`config.mk`:
```
export PLATFORM = sky130hd
export DESIGN_NAME = core_count_load_governor_core
export DESIGN_NICKNAME = d
export VERILOG_FILES = /design/src/ccl_gov_pkg.sv /design/src/core_count_load_governor_core.sv /design/src/ccl_gov_ram.sv /design/src/ccl_gov_delta.sv /design/src/ccl_gov_div.sv
export VERILOG_INCLUDE_DIRS = /design/src /design/src/src
export SDC_FILE = /design/constraint.sdc
export NUM_CORES = 2
export LEC_CHECK = 0
export ABC_CLOCK_PERIOD_IN_PS = 26000
export BUFFER_PORTS_ARGS = -buffer_cell sky130_fd_sc_hd__buf_2
export CAP_MARGIN = 20
export CORE_MARGIN = 2
export CORE_UTILIZATION = 60
export CTS_BUF_LIST = sky130_fd_sc_hd__clkbuf_4
export DETAILED_ROUTE_END_ITERATION = 8
export GPL_TIMING_DRIVEN = 0
export PLACE_DENSITY = 0.83
export SLEW_MARGIN = 5
export SYNTH_ARGS = -nofsm -noshare
export SYNTH_HDL_FRONTEND = slang
export SYNTH_SLANG_ARGS = --single-unit
export TNS_END_PERCENT = 30
```
`constraint.sdc`:
```
create_clock -name clk -period 26 [get_ports clk]
set_input_delay 5.2 -clock clk [delete_from_list [all_inputs] [get_ports clk]]
set_output_delay 5.2 -clock clk [all_outputs]
set_load 0.005 [all_outputs]
```
`src/core_count_load_governor_core_assert.svh`:
```
// ----------------------------------------------------------------------------
// Core count load governor: assertion macros
// Implication checks in the single-clock, synchronous-reset style of the core.
// ----------------------------------------------------------------------------
`ifndef CORE_COUNT_LOAD_GOVERNOR_CORE_ASSERT_SVH
`define CORE_COUNT_LOAD_GOVERNOR_CORE_ASSERT_SVH

// same-cycle implication
`define CCLG_ASSERT_IMP(label, clk, rst, ante, cons) \
  label: assert property (@(posedge clk) disable iff (rst) (ante) |-> (cons)) \
    else $error("core count load governor: same-cycle check failed");

// next-cycle implication
`define CCLG_ASSERT_NXT(label, clk, rst, ante, cons) \
  label: assert property (@(posedge clk) disable iff (rst) (ante) |=> (cons)) \
    else $error("core count load governor: next-cycle check failed");

`endif

```
`src/ccl_gov_pkg.sv`:
```
// ----------------------------------------------------------------------------
// Core count load governor: package
// Shared constants, codes and control types.
// ----------------------------------------------------------------------------
`default_nettype none

package ccl_gov_pkg;

  localparam int MAX_CORES = 64;
  localparam int IDX_W     = (MAX_CORES > 1) ? $clog2(MAX_CORES) : 1;
  localparam int CORE_W    = ($clog2(MAX_CORES + 1) > 7) ? $clog2(MAX_CORES + 1) : 7;

  localparam int FIELD_W = 64;
  localparam int DIG_W   = 4;
  localparam int DIGITS  = FIELD_W / DIG_W;
  localparam int DCNT_W  = $clog2(DIGITS);

  localparam int Q_W      = 24;
  localparam int QF_W     = 16;
  localparam int QI_W     = Q_W - QF_W;
  localparam int MU_W     = 17;
  localparam int CFG_W    = 24;
  localparam int CFG_IDX_W = 3;

  localparam logic KIND_EST   = 1'b0;
  localparam logic KIND_CLEAR = 1'b1;

  localparam logic STRAT_LOAD = 1'b0;
  localparam logic STRAT_UTIL = 1'b1;

  typedef enum logic [CFG_IDX_W-1:0] {
    REG_STRATEGY  = 3'd0,
    REG_LF_LIMIT  = 3'd1,
    REG_MAX_UTIL  = 3'd2,
    REG_IDLE_HYST = 3'd3,
    REG_ZC_FLOOR  = 3'd4
  } reg_idx_t;

  typedef enum logic [1:0] {
    DEC_HOLD = 2'd0,
    DEC_INC  = 2'd1,
    DEC_DEC  = 2'd2
  } dec_t;

  typedef enum logic [2:0] {
    ST_IDLE,
    ST_SHIFT,
    ST_DIVGO,
    ST_DIVW,
    ST_DECIDE,
    ST_EMIT
  } gov_state_t;

  typedef struct packed {
    logic load;
    logic step;
  } dlt_ctrl_t;

endpackage

`default_nettype wire

```
`src/core_count_load_governor_core.sv`:
```
// ----------------------------------------------------------------------------
// Core count load governor: top level
// Takes cumulative counter snapshots and recommends hold, more or fewer
// cores.
//
// Input channel (in_valid/in_stall) carries one snapshot or clear-history
// beat; output channel (out_valid/out_stall) returns exactly one result
// beat per input beat. Configuration is a plain write port (cfg_wr_en,
// cfg_index, cfg_data), to be used while the block is idle.
// An estimate with history forms the deltas four bits at a time, starts the
// two parallel dividers (overflow check, 24 quotient bits, done check), then
// takes one decision step and an output load; the wait on the dividers ends
// early when both quotients saturate at the check. A recording-only snapshot
// forms the deltas before its output load; a clear-history beat goes straight
// to its output load. One item is in work at a time: in_stall is low only
// while the sequencer is idle, so no new beat is taken until the last result is loaded.
// A stalled result holds in the output register; the sequencer waits in
// its final state until that register is free.
// Reset restores the register defaults, drops history and marks every
// ramp threshold as zero; there is no clearing pass.
// ----------------------------------------------------------------------------
`default_nettype none

module core_count_load_governor_core (
  input  logic                                 clk,
  input  logic                                 rst,
  input  logic                                 cfg_wr_en,
  input  logic [ccl_gov_pkg::CFG_IDX_W-1:0]    cfg_index,
  input  logic [ccl_gov_pkg::CFG_W-1:0]        cfg_data,
  input  logic                                 in_valid,
  output logic                                 in_stall,
  input  logic                                 kind,
  input  logic [6:0]                           active_cores,
  input  logic [ccl_gov_pkg::FIELD_W-1:0]      idle_cycle_count,
  input  logic [ccl_gov_pkg::FIELD_W-1:0]      total_cycle_count,
  input  logic [ccl_gov_pkg::FIELD_W-1:0]      weighted_load_count,
  input  logic [ccl_gov_pkg::FIELD_W-1:0]      sample_time,
  output logic                                 out_valid,
  input  logic                                 out_stall,
  output logic [1:0]                           decision,
  output logic [ccl_gov_pkg::Q_W-1:0]          utilized_cores,
  output logic [ccl_gov_pkg::Q_W-1:0]          load_ratio,
  output logic                                 first_sample
);

  `include "core_count_load_governor_core_assert.svh"

  localparam int QW   = ccl_gov_pkg::Q_W;
  localparam int CW   = ccl_gov_pkg::CORE_W;
  localparam int IW   = ccl_gov_pkg::IDX_W;
  localparam int MUW  = ccl_gov_pkg::MU_W;
  localparam int HP_W = QW + CW;
  localparam int MP_W = MUW + CW;
  localparam int SW   = HP_W + 2;
  localparam int DCW  = ccl_gov_pkg::DCNT_W;

  // configuration
  logic           strategy;
  logic [QW-1:0]  load_factor_limit;
  logic [MUW-1:0] max_utilization;
  logic [QW-1:0]  idle_hysteresis;
  logic [QW-1:0]  zero_core_floor;

  always_ff @(posedge clk) begin
    if (rst) begin
      strategy          <= ccl_gov_pkg::STRAT_LOAD;
      load_factor_limit <= QW'(98304);
      max_utilization   <= MUW'(52429);
      idle_hysteresis   <= QW'(13107);
      zero_core_floor   <= QW'(32768);
    end else if (cfg_wr_en) begin
      unique case (cfg_index)
        ccl_gov_pkg::REG_STRATEGY:  strategy          <= cfg_data[0];
        ccl_gov_pkg::REG_LF_LIMIT:  load_factor_limit <= cfg_data[QW-1:0];
        ccl_gov_pkg::REG_MAX_UTIL:  max_utilization   <= cfg_data[MUW-1:0];
        ccl_gov_pkg::REG_IDLE_HYST: idle_hysteresis   <= cfg_data[QW-1:0];
        ccl_gov_pkg::REG_ZC_FLOOR:  zero_core_floor   <= cfg_data[QW-1:0];
        default: ;
      endcase
    end
  end

  // sequencer
  ccl_gov_pkg::gov_state_t state, state_next;
  ccl_gov_pkg::dlt_ctrl_t  dctl;
  logic                    div_start, emit, acc;
  logic [DCW-1:0]          dcnt;
  logic                    hist, rec;
  logic                    busy_u, busy_l;

  always_ff @(posedge clk) begin
    if (rst) begin
      state <= ccl_gov_pkg::ST_IDLE;
    end else begin
      state <= state_next;
    end
  end

  always_comb begin
    state_next = state;
    in_stall   = 1'b1;
    dctl       = '0;
    div_start  = 1'b0;
    emit       = 1'b0;
    unique case (state)
      ccl_gov_pkg::ST_IDLE: begin
        in_stall = 1'b0;
        if (in_valid) begin
          if (kind == ccl_gov_pkg::KIND_CLEAR) begin
            state_next = ccl_gov_pkg::ST_EMIT;
          end else begin
            dctl.load  = 1'b1;
            state_next = ccl_gov_pkg::ST_SHIFT;
          end
        end
      end
      ccl_gov_pkg::ST_SHIFT: begin
        dctl.step = 1'b1;
        if (dcnt == DCW'(ccl_gov_pkg::DIGITS - 1)) begin
          state_next = rec ? ccl_gov_pkg::ST_EMIT : ccl_gov_pkg::ST_DIVGO;
        end
      end
      ccl_gov_pkg::ST_DIVGO: begin
        div_start  = 1'b1;
        state_next = ccl_gov_pkg::ST_DIVW;
      end
      ccl_gov_pkg::ST_DIVW: begin
        if (!busy_u && !busy_l) begin
          state_next = ccl_gov_pkg::ST_DECIDE;
        end
      end
      ccl_gov_pkg::ST_DECIDE: begin
        state_next = ccl_gov_pkg::ST_EMIT;
      end
      ccl_gov_pkg::ST_EMIT: begin
        if (!out_valid || !out_stall) begin
          emit       = 1'b1;
          state_next = ccl_gov_pkg::ST_IDLE;
        end
      end
      default: state_next = ccl_gov_pkg::ST_IDLE;
    endcase
  end

  assign acc = in_valid && !in_stall;

  // deltas and division
  logic [ccl_gov_pkg::FIELD_W-1:0] d_busy, d_total, d_weighted, d_time;
  logic                            time_nz;
  logic [QW-1:0]                   util_q, lf_q;

  ccl_gov_delta u_delta (
    .clk         (clk),
    .ctrl        (dctl),
    .idle_in     (idle_cycle_count),
    .total_in    (total_cycle_count),
    .weighted_in (weighted_load_count),
    .time_in     (sample_time),
    .d_busy      (d_busy),
    .d_total     (d_total),
    .d_weighted  (d_weighted),
    .d_time      (d_time),
    .time_nz     (time_nz)
  );

  ccl_gov_div u_div_util (
    .clk   (clk),
    .rst   (rst),
    .start (div_start),
    .num   (d_busy),
    .den   (d_time),
    .busy  (busy_u),
    .quo   (util_q)
  );

  ccl_gov_div u_div_lf (
    .clk   (clk),
    .rst   (rst),
    .start (div_start),
    .num   (d_weighted),
    .den   (d_total),
    .busy  (busy_l),
    .quo   (lf_q)
  );

  // core count and products
  logic [CW-1:0]   n_ext, c_clamp, c_r, c_m1;
  logic [HP_W-1:0] hyst_prod;
  logic [MP_W-1:0] mu_prod;

  always_comb begin
    n_ext = CW'(active_cores);
    if (n_ext == '0) begin
      c_clamp = CW'(1);
    end else if (n_ext > CW'(ccl_gov_pkg::MAX_CORES)) begin
      c_clamp = CW'(ccl_gov_pkg::MAX_CORES);
    end else begin
      c_clamp = n_ext;
    end
  end

  assign c_m1 = c_r - CW'(1);

  // ramp thresholds
  logic [ccl_gov_pkg::MAX_CORES-1:0] vbits;
  logic [QW-1:0]                     ram_rd, thr;
  logic                              ram_we, grow;

  ccl_gov_ram #(
    .WIDTH (QW),
    .DEPTH (ccl_gov_pkg::MAX_CORES)
  ) u_ramp (
    .clk   (clk),
    .we    (ram_we),
    .waddr (c_r[IW-1:0]),
    .wdata (util_q),
    .raddr (c_m1[IW-1:0]),
    .rdata (ram_rd)
  );

  // decision
  logic signed [SW-1:0] loc, loc_c, flr, util_s, hi, lo;
  ccl_gov_pkg::dec_t    dec_c;

  always_comb begin
    thr    = vbits[c_m1[IW-1:0]] ? ram_rd : '0;
    loc    = $signed(SW'(thr)) - $signed(SW'(hyst_prod));
    flr    = $signed(SW'(zero_core_floor));
    loc_c  = (loc < flr) ? flr : loc;
    util_s = $signed(SW'(util_q));
    hi     = $signed(SW'(mu_prod));
    lo     = $signed(SW'(mu_prod)) - $signed(SW'(max_utilization))
             - $signed(SW'(idle_hysteresis));
    grow   = (c_r < CW'(ccl_gov_pkg::MAX_CORES)) && (lf_q > load_factor_limit);
    dec_c  = ccl_gov_pkg::DEC_HOLD;
    if (strategy == ccl_gov_pkg::STRAT_LOAD) begin
      if (grow) begin
        dec_c = ccl_gov_pkg::DEC_INC;
      end else if (util_s < loc_c) begin
        dec_c = ccl_gov_pkg::DEC_DEC;
      end
    end else begin
      if (util_s > hi) begin
        dec_c = ccl_gov_pkg::DEC_INC;
      end else if (util_s < lo) begin
        dec_c = ccl_gov_pkg::DEC_DEC;
      end
    end
    ram_we = (state == ccl_gov_pkg::ST_DECIDE) && (strategy == ccl_gov_pkg::STRAT_LOAD)
             && grow;
  end

  // control registers
  always_ff @(posedge clk) begin
    if (rst) begin
      hist      <= 1'b0;
      dcnt      <= '0;
      vbits     <= '0;
      out_valid <= 1'b0;
    end else begin
      if (acc && (kind == ccl_gov_pkg::KIND_CLEAR)) begin
        hist <= 1'b0;
      end
      if (state == ccl_gov_pkg::ST_SHIFT) begin
        if (dcnt == DCW'(ccl_gov_pkg::DIGITS - 1)) begin
          dcnt <= '0;
          hist <= time_nz;
        end else begin
          dcnt <= dcnt + DCW'(1);
        end
      end
      if (ram_we) begin
        vbits[c_r[IW-1:0]] <= 1'b1;
      end
      if (emit) begin
        out_valid <= 1'b1;
      end else if (out_valid && !out_stall) begin
        out_valid <= 1'b0;
      end
    end
  end

  // payload registers
  ccl_gov_pkg::dec_t p_dec, o_dec;
  logic [QW-1:0]     p_util, p_lf;
  logic              p_first;

  always_ff @(posedge clk) begin
    hyst_prod <= HP_W'(idle_hysteresis) * HP_W'(c_m1);
    mu_prod   <= MP_W'(max_utilization) * MP_W'(c_r);
    if (acc) begin
      rec     <= !hist;
      c_r     <= c_clamp;
      p_dec   <= ccl_gov_pkg::DEC_HOLD;
      p_util  <= '0;
      p_lf    <= '0;
      p_first <= 1'b0;
    end
    if ((state == ccl_gov_pkg::ST_SHIFT) && rec) begin
      p_first <= 1'b1;
    end
    if (state == ccl_gov_pkg::ST_DECIDE) begin
      p_dec  <= dec_c;
      p_util <= util_q;
      p_lf   <= lf_q;
    end
    if (emit) begin
      o_dec          <= p_dec;
      utilized_cores <= p_util;
      load_ratio     <= p_lf;
      first_sample   <= p_first;
    end
  end

  assign decision = o_dec;

  // checks
  `CCLG_ASSERT_IMP(a_rise_from_emit, clk, rst, $rose(out_valid),
                   $past(state) == ccl_gov_pkg::ST_EMIT)
  `CCLG_ASSERT_IMP(a_first_zero, clk, rst, out_valid && first_sample,
                   (decision == ccl_gov_pkg::DEC_HOLD) && (utilized_cores == '0)
                   && (load_ratio == '0))
  `CCLG_ASSERT_IMP(a_div_done, clk, rst, state == ccl_gov_pkg::ST_DECIDE,
                   !busy_u && !busy_l)
  `CCLG_ASSERT_NXT(a_div_runs, clk, rst, state == ccl_gov_pkg::ST_DIVGO,
                   busy_u && busy_l)

endmodule

`default_nettype wire

```
`src/ccl_gov_ram.sv`:
```
// ----------------------------------------------------------------------------
// Core count load governor: generic RAM
// One write port, one read port, registered read data.
// ----------------------------------------------------------------------------
`default_nettype none

module ccl_gov_ram #(
  parameter int WIDTH = 24,
  parameter int DEPTH = 64
) (
  input  logic                                   clk,
  input  logic                                   we,
  input  logic [((DEPTH > 1) ? $clog2(DEPTH) : 1)-1:0] waddr,
  input  logic [WIDTH-1:0]                       wdata,
  input  logic [((DEPTH > 1) ? $clog2(DEPTH) : 1)-1:0] raddr,
  output logic [WIDTH-1:0]                       rdata
);

  logic [WIDTH-1:0] mem [DEPTH];

  always_ff @(posedge clk) begin
    if (we) begin
      mem[waddr] <= wdata;
    end
    rdata <= mem[raddr];
  end

endmodule

`default_nettype wire

```
`src/ccl_gov_delta.sv`:
```
// ----------------------------------------------------------------------------
// Core count load governor: serial delta unit
// Holds the previous snapshot and forms the four counter deltas one digit
// per cycle, low digit first; the new snapshot rotates in as the old leaves.
// ----------------------------------------------------------------------------
`default_nettype none

module ccl_gov_delta (
  input  logic                              clk,
  input  ccl_gov_pkg::dlt_ctrl_t            ctrl,
  input  logic [ccl_gov_pkg::FIELD_W-1:0]   idle_in,
  input  logic [ccl_gov_pkg::FIELD_W-1:0]   total_in,
  input  logic [ccl_gov_pkg::FIELD_W-1:0]   weighted_in,
  input  logic [ccl_gov_pkg::FIELD_W-1:0]   time_in,
  output logic [ccl_gov_pkg::FIELD_W-1:0]   d_busy,
  output logic [ccl_gov_pkg::FIELD_W-1:0]   d_total,
  output logic [ccl_gov_pkg::FIELD_W-1:0]   d_weighted,
  output logic [ccl_gov_pkg::FIELD_W-1:0]   d_time,
  output logic                              time_nz
);

  localparam int FW = ccl_gov_pkg::FIELD_W;
  localparam int DW = ccl_gov_pkg::DIG_W;

  function automatic logic [DW:0] sub_dig(input logic [DW-1:0] a, input logic [DW-1:0] b,
                                          input logic bin);
    sub_dig = {1'b0, a} - {1'b0, b} - (DW+1)'(bin);
  endfunction

  logic [FW-1:0] s_idle, s_total, s_weighted, s_time;
  logic [FW-1:0] last_idle, last_total, last_weighted, last_time;
  logic          b_idle, b_total, b_weighted, b_time, b_busy;
  logic          tnz;

  logic [DW:0] r_idle, r_total, r_weighted, r_time, r_busy;

  always_comb begin
    r_idle     = sub_dig(s_idle[DW-1:0], last_idle[DW-1:0], b_idle);
    r_total    = sub_dig(s_total[DW-1:0], last_total[DW-1:0], b_total);
    r_weighted = sub_dig(s_weighted[DW-1:0], last_weighted[DW-1:0], b_weighted);
    r_time     = sub_dig(s_time[DW-1:0], last_time[DW-1:0], b_time);
    r_busy     = sub_dig(r_total[DW-1:0], r_idle[DW-1:0], b_busy);
  end

  assign time_nz = tnz | (|s_time[DW-1:0]);

  always_ff @(posedge clk) begin
    if (ctrl.load) begin
      s_idle     <= idle_in;
      s_total    <= total_in;
      s_weighted <= weighted_in;
      s_time     <= time_in;
      b_idle     <= 1'b0;
      b_total    <= 1'b0;
      b_weighted <= 1'b0;
      b_time     <= 1'b0;
      b_busy     <= 1'b0;
      tnz        <= 1'b0;
    end else if (ctrl.step) begin
      s_idle        <= s_idle >> DW;
      s_total       <= s_total >> DW;
      s_weighted    <= s_weighted >> DW;
      s_time        <= s_time >> DW;
      last_idle     <= {s_idle[DW-1:0], last_idle[FW-1:DW]};
      last_total    <= {s_total[DW-1:0], last_total[FW-1:DW]};
      last_weighted <= {s_weighted[DW-1:0], last_weighted[FW-1:DW]};
      last_time     <= {s_time[DW-1:0], last_time[FW-1:DW]};
      d_busy        <= {r_busy[DW-1:0], d_busy[FW-1:DW]};
      d_total       <= {r_total[DW-1:0], d_total[FW-1:DW]};
      d_weighted    <= {r_weighted[DW-1:0], d_weighted[FW-1:DW]};
      d_time        <= {r_time[DW-1:0], d_time[FW-1:DW]};
      b_idle        <= r_idle[DW];
      b_total       <= r_total[DW];
      b_weighted    <= r_weighted[DW];
      b_time        <= r_time[DW];
      b_busy        <= r_busy[DW];
      tnz           <= time_nz;
    end
  end

endmodule

`default_nettype wire

```
`src/ccl_gov_div.sv`:
```
// ----------------------------------------------------------------------------
// Core count load governor: Q8.16 divider
// Restoring division, one quotient bit per cycle; an overflow check cycle
// first saturates on a zero divisor or a quotient of 256.0 or more.
// ----------------------------------------------------------------------------
`default_nettype none

module ccl_gov_div (
  input  logic                             clk,
  input  logic                             rst,
  input  logic                             start,
  input  logic [ccl_gov_pkg::FIELD_W-1:0]  num,
  input  logic [ccl_gov_pkg::FIELD_W-1:0]  den,
  output logic                             busy,
  output logic [ccl_gov_pkg::Q_W-1:0]      quo
);

  localparam int FW    = ccl_gov_pkg::FIELD_W;
  localparam int QW    = ccl_gov_pkg::Q_W;
  localparam int QIW   = ccl_gov_pkg::QI_W;
  localparam int STP_W = $clog2(QW);

  logic [FW-1:0]    r, den_r;
  logic [QIW-1:0]   low;
  logic [QW-1:0]    q;
  logic [STP_W-1:0] step;
  logic             chk, sat, run;

  logic [FW:0]   opd;
  logic [FW+1:0] diff;
  logic          ge;

  always_comb begin
    opd  = chk ? {1'b0, r} : {r, low[QIW-1]};
    diff = {1'b0, opd} - {2'b00, den_r};
    ge   = ~diff[FW+1];
  end

  always_ff @(posedge clk) begin
    if (rst) begin
      run <= 1'b0;
    end else if (start) begin
      run <= 1'b1;
    end else if (run && (chk ? ge : (step == STP_W'(QW - 1)))) begin
      run <= 1'b0;
    end
  end

  always_ff @(posedge clk) begin
    if (start) begin
      r     <= FW'(num >> QIW);
      low   <= num[QIW-1:0];
      den_r <= den;
      q     <= '0;
      step  <= '0;
      chk   <= 1'b1;
      sat   <= 1'b0;
    end else if (run) begin
      if (chk) begin
        chk <= 1'b0;
        sat <= ge;
      end else begin
        r    <= ge ? diff[FW-1:0] : opd[FW-1:0];
        q    <= {q[QW-2:0], ge};
        low  <= low << 1;
        step <= step + STP_W'(1);
      end
    end
  end

  assign busy = run;
  assign quo  = sat ? {QW{1'b1}} : q;

endmodule

`default_nettype wire
```
[Yosys cells after proc, flatten, opt, wreduce, memory -nomap -nowiden]
Memories as Yosys holds them, arrays and structs flattened. A register that Yosys moved wholly into a read port is not among the register bits.
Cells that the tools add are included.
Cells by class
  mux-type cells: 72
  add/sub/neg operators: 19
  order comparisons: 10
  reductions and logical operators: 42
  bitwise logic cells: 8
  multiply operators: 2
  equal/unequal tests: 18
Operator list (number)
  $mux W64: 10
  $mux W56: 6
  $mux W24: 6
  $sub A65 B64 Y66: 2
  $mux W65: 2
  $or A64 B64 Y64: 1
  $gt A24 B24 Y1: 2
  $mux W8: 6
  $lt A25 B33 Y1: 1
  $mux W33: 1
  $lt A32 B25 Y1: 1
  $sub A24 B31 Y32: 1
  $mul A24 B7 Y31: 1
  $lt A25 B26 Y1: 1
  $sub A25 B25 Y26: 1
  $sub A24 B17 Y25: 1
  $sub A4 B4 Y5: 5
  $sub A5 B1 Y5: 5
  $mul A17 B7 Y24: 1
  $reduce_and A2 Y1: 12
  $mux W1: 23
  $mux W3: 6
  $pmux W3 S6: 1
  $lt A6 B7 Y1 const B: 2
  28 further kinds: 73
Storage, ports and cells
  word-level logic and storage cells: 231
  output and inout port bits: 53
  input port bits: 296
  RAM bits: 1536
  register bits: 1438
  memories: 1
Memories
  u_ramp.mem: depth 64, bits a word 24, read ports 1, clocked after memory_dff 1, write ports 1, RTL line ccl_gov_ram.sv:19  | logic [WIDTH-1:0] mem [DEPTH];

[Depth between registers and ports, before layout]
  depth after elaboration: 12
  mapped depth: 53
  gate-level depth less buffers: 44

[Modules after synthesis]
Synthesis repeated with hierarchy kept, for this count alone.
Second synthesis, totals
  cells, all modules: 9337
  area, all modules: 136564.7 µm²
Modules (own cells, without submodules)
  ccl_gov_ram: times used 1, area an instance 59504.6 µm², cells each 2630
  ccl_gov_delta: times used 1, area an instance 27397.5 µm², cells each 1209
  core_count_load_governor_core: times used 1, area an instance 26281.5 µm², cells each 2933
  ccl_gov_div at u_div_util: times used 1, area an instance 11846.4 µm², cells each 1290
  ccl_gov_div at u_div_lf: times used 1, area an instance 11534.8 µm², cells each 1275

[Worst setup path after synthesis]
OpenSTA, ideal clock, no wires.
  kind: input to register
  start point: input in_valid
  end point: register u_delta.s_idle[0] (enable)
  arrival time: 23154 ps
  path slack: 1619 ps
  setup time: 1227 ps
  stages: 2
  cells stage by stage: nand2_1 o21ai_0
On the way
  cells in the longest elaborated chain, start to end: 3
Ends and longest elaborated chain
  start, declared: RTL line core_count_load_governor_core.sv:30  | input logic in_valid,
  $mux W1: RTL line core_count_load_governor_core.sv:108  | if (in_valid) begin
  $mux W1: RTL line core_count_load_governor_core.sv:105  | unique case (state)
  $reduce_bool A2 Y1 (no line)
  end signal, assigned: RTL line ccl_gov_delta.sv:49  | s_idle <= idle_in;
  end signal, assigned: RTL line ccl_gov_delta.sv:60  | s_idle <= s_idle >> DW;
  end, declared: RTL line ccl_gov_delta.sv:30  | logic [FW-1:0] s_idle, s_total, s_weighted, s_time;
Every way passes these cells.
A chain may end at the register's enable or synchronous reset.

[Worst setup path in the final report]
  start point: register c_r[0]
  end point: register p_dec[1] (data pin)
On the way
  cells in the longest elaborated chain, start to end: 12
Ends and longest elaborated chain
  start, declared: RTL line core_count_load_governor_core.sv:187  | logic [CW-1:0] n_ext, c_clamp, c_r, c_m1;
  start signal, assigned: RTL line core_count_load_governor_core.sv:293  | c_r <= c_clamp;
  $sub A7 B1 Y7: RTL line core_count_load_governor_core.sv:202  | assign c_m1 = c_r - CW'(1);
  $bmux W1 S6: RTL line core_count_load_governor_core.sv:226  | thr = vbits[c_m1[IW-1:0]] ? ram_rd : '0;
  $mux W1 (implied by the code): RTL line core_count_load_governor_core.sv:226
  $mux W24: RTL line core_count_load_governor_core.sv:226
  $sub A24 B31 Y32: RTL line core_count_load_governor_core.sv:227  | loc = $signed(SW'(thr)) - $signed(SW'(hyst_prod));
  $lt A32 B25 Y1: RTL line core_count_load_governor_core.sv:229  | loc_c = (loc < flr) ? flr : loc;
  $mux W33: RTL line core_count_load_governor_core.sv:229
  $lt A25 B33 Y1: RTL line core_count_load_governor_core.sv:239  | end else if (util_s < loc_c) begin
  $mux W2: RTL line core_count_load_governor_core.sv:239
  $mux W2 (*): RTL line core_count_load_governor_core.sv:237  | if (grow) begin
  $mux W2 (*): RTL line core_count_load_governor_core.sv:236  | if (strategy == ccl_gov_pkg::STRAT_LOAD) begin
  $mux W2 (*): RTL line core_count_load_governor_core.sv:302  | if (state == ccl_gov_pkg::ST_DECIDE) begin
  end signal, assigned: RTL line core_count_load_governor_core.sv:294  | p_dec <= ccl_gov_pkg::DEC_HOLD;
  end, declared: RTL line core_count_load_governor_core.sv:284  | ccl_gov_pkg::dec_t p_dec, o_dec;
Mark *: on every way between the ends. The rest lies on a longest branch, timed or not. The select of a mux whose other input is x is not followed.

==> metrics.txt <==
outcome complete, but fails checks; failing checks design-rule violations; Area Overhead vs Synth 13.0%; f_max around 0.067 GHz; detailed placer's ending HPWL between 200 and 250 mm; R2R setup slack 11.00 ns; Synth top area share 59.6%; Pins Over Slew Limit 0; Hold WC Path Type flip-flop to flip-flop; hold_buf cts 0; Net Count, Synth 9866; r2r endpoint p_dec[1]$_SDFFCE_PN0P_; die height around 480 um; first-pass GRT wire length 528 mm; ys async rst share 0%; worst skew pair latency 1.53 ns; Critical Path Start Type flip-flop; Reg clk slew, reported paths approximately 0.060 ns; clk_skew around 0.15 ns; worst path bufs/invs 12; Cells after Synth between 8000 and 9000; CTS root buf clkbuf_4; most common cell in the netlist edfxtp_1; FP Rows 173; Hold Crit Depth 0; initial antenna violation count 41; FF-to-FF path depth 46; NumNets Final ~11000; Top Ports about 350; r2r startpoint c_r[0]$_SDFFCE_PP1P_; placed cell count 12300; largest net degree at the start of global routing approximately 100; Worst EP arrival roughly 16 ns; Finish-stage setup viols 0; CP Capture Type flip-flop; share of cells above drive strength 1 between 20% and 30%; CP required ~27 ns; period utilisation layout between 50% and 60%; Routed Antenna Nets 0; commonest cells in the netlist edfxtp_1, nand2_1, a21oi_1; Layout Cells excl Fill ~14000; Post-Syn Area between 0.1 and 0.15 mm2; Synth Flop Type edfxtp_1; sequential fraction of the synthesis area between 60 and 70%; Routed wire per std cell about 26 um; Hold Slack 0.369 ns; Post-synth EDFFs about 2700; min-delay src p_lf[22]$_SDFFCE_PN0P_; Yosys warning total 0; Num CTS Buffers around 750; Max IR drop VDD 0.000112 V; DIE AREA about 0.23 mm2; CP top delay family buffers and inverters; Tot GR Track Use between 30% and 40%; Fin Setup TNS 0 ns; Chip Width between 400 and 500 um; Via-to-Cell Ratio 6.20; leakage power approximately 0.056 uW; Worst Hold End load_ratio[22]$_DFFE_PP_; pre-CTS WS ~12 ns; htree depth 6; drt drc 106; Filler cells 14700; Synth area leaders edfxtp_1, mux4_2, dfxtp_1; Slew @ Worst Pin about 1.3 ns; Initial DRC Count around 11000; fin crit period between 10 and 15 ns; CTS tree built; max-capacitance violation count 0; Syn Area/Cell ~15 um2; Synth area leader edfxtp_1; Netlist cell types 103; total core area roughly 0.22 mm2; total number of vias ~85000; final worst slack 11.00 ns; DRT Pass-1 Iters 9; vias in the first global route approximately 87000; critical path class flip-flop to flip-flop; Rel. slew slack a little over an eighth; crit-path max FO 10; crit path max-delay cell type clkbuf_1; routability cong. 1.07; Final Hold Viols 0; initial core utilization about 60%; Crit path largest cell delay between 0.9 and 1 ns; GRT overflow 0; RSZ-0062 raised after global routing false; Clock Sink Count between 2000 and 3000; CTS resizes 0; Yosys reg bits 2998; final WL about 360 mm; # Post-CTS Setup Buffers 0; final core utilization between 60% and 70%; port bufs around 350; CTS max path bufs 4; most frequent CP cell ha_1; PD cells ~130 mW/mm2
-- kinds of logic (layout without fill, tap and decap cells) --
group	count (synthesis)	in the layout	share of synthesized area, %
XOR/XNOR	252	252	1.65
other	0	29	0
adder cells (fa/ha/maj)	632	632	6.98
AO/OA/AOI/OAI	1235	1235	5.77
flip-flops	2998	2998	64.5
multiplexers	914	914	11.8
buffers and inverters	935	2686	2.70
AND/OR/NAND/NOR	1972	1972	6.65
-- stage by stage --
stage	total power, uW	cell area [um2]
final	19600	152000
after floorplan	13300	135000
after global placement	15500	140000
after detailed placement	15500	142000
after global routing	20600	152000
after CTS	19500	152000
-- flip-flops by register name, summed over array words and instances (netlist names), 31 cells and up --
register               count
u_delta.s_time            64
u_delta.last_time         64
u_delta.d_time            64
u_ramp.mem              1536
u_div_util.r              64
u_delta.s_weighted        64
hyst_prod                 31
u_delta.d_total           64
u_delta.last_idle         64
u_div_util.den_r          64
u_delta.s_total           64
u_delta.last_total        64
u_delta.s_idle            64
u_div_lf.r                64
u_delta.last_weighted     64
vbits                     64
u_div_lf.den_r            64
u_delta.d_weighted        64
u_delta.d_busy            64
-- area by class of cell --
| class | instances | area, um2 | area share [%] |
|---|---|---|---|
| timing repair buffer | 437 | 3730 | 2.46 |
| inverter | 521 | 1960 | 1.29 |
| sequential | 2998 | 86700 | 57.0 |
| multi-input combinational | 5005 | 44700 | 29.4 |
| clock buffer | 1072 | 8050 | 5.29 |
| clock inverter | 242 | 1400 | 0.918 |
| antenna | 29 | 72.6 | 0.0477 |
| buffer | 414 | 1680 | 1.10 |
| tap | 2975 | 3720 | 2.45 |
-- worst max path at each step --
stage | start | to | slack, ns | cells after the start
after floorplan | in_valid | u_delta.s_idle[0]$_DFFE_PP_ | 1.62 | 2
after global placement | in_valid | u_delta.s_weighted[24]$_DFFE_PP_ | -5.83 | 3
after detailed placement | c_r[0]$_SDFFCE_PP1P_ | p_dec[1]$_SDFFCE_PN0P_ | 11.77 | 46
after CTS | c_r[0]$_SDFFCE_PP1P_ | p_dec[1]$_SDFFCE_PN0P_ | 11.69 | 46
after global routing | c_r[0]$_SDFFCE_PP1P_ | p_dec[1]$_SDFFCE_PN0P_ | 10.43 | 46
final | c_r[0]$_SDFFCE_PP1P_ | p_dec[1]$_SDFFCE_PN0P_ | 11.00 | 46
-- where the power goes --
part | internal (uW) | total [uW] | switching, uW | leakage, uW
Clock | 2050 | 3970 | 1920 | 0.00560
Combinational | 3260 | 8350 | 5090 | 0.0230
Sequential | 6900 | 7260 | 359 | 0.0274
Total | 12200 | 19600 | 7370 | 0.0559
-- placed cells by master, fill, tap and decap left out, drive strengths merged, types with 42 or more instances in the layout --
master | netlist | routed
a21o | 120 | 120
a21oi | 524 | 524
a31oi | 97 | 97
and2 | 71 | 71
and3 | 107 | 107
buf | 97 | 534
clkbuf | 317 | 1389
clkinv | 3 | 210
dfxtp | 329 | 329
edfxtp | 2669 | 2669
fa | 198 | 198
ha | 434 | 434
inv | 518 | 531
mux2 | 368 | 368
mux2i | 46 | 46
mux4 | 500 | 500
nand2 | 909 | 909
nand2b | 65 | 65
nand3 | 66 | 66
nand4 | 44 | 44
nor2 | 437 | 437
nor2b | 57 | 57
nor3 | 62 | 62
o21a | 55 | 55
o21ai | 181 | 181
o21bai | 42 | 42
or2 | 61 | 61
xnor2 | 156 | 156
xor2 | 96 | 96
-- routing by layer --
| metal | up-vias | wire, um | GRT usage [%] |
|---|---|---|---|
| met5 | - | 471 | 0.882 |
| met4 | 26 | 20100 | 16.6 |
| met3 | 1227 | 39200 | 8.88 |
| met2 | 5401 | 166000 | 48.4 |
| met1 | 41900 | 132000 | 39.7 |
| li1 | 36400 | - | - |
Note: power is estimated with default switching activity, not from simulation.
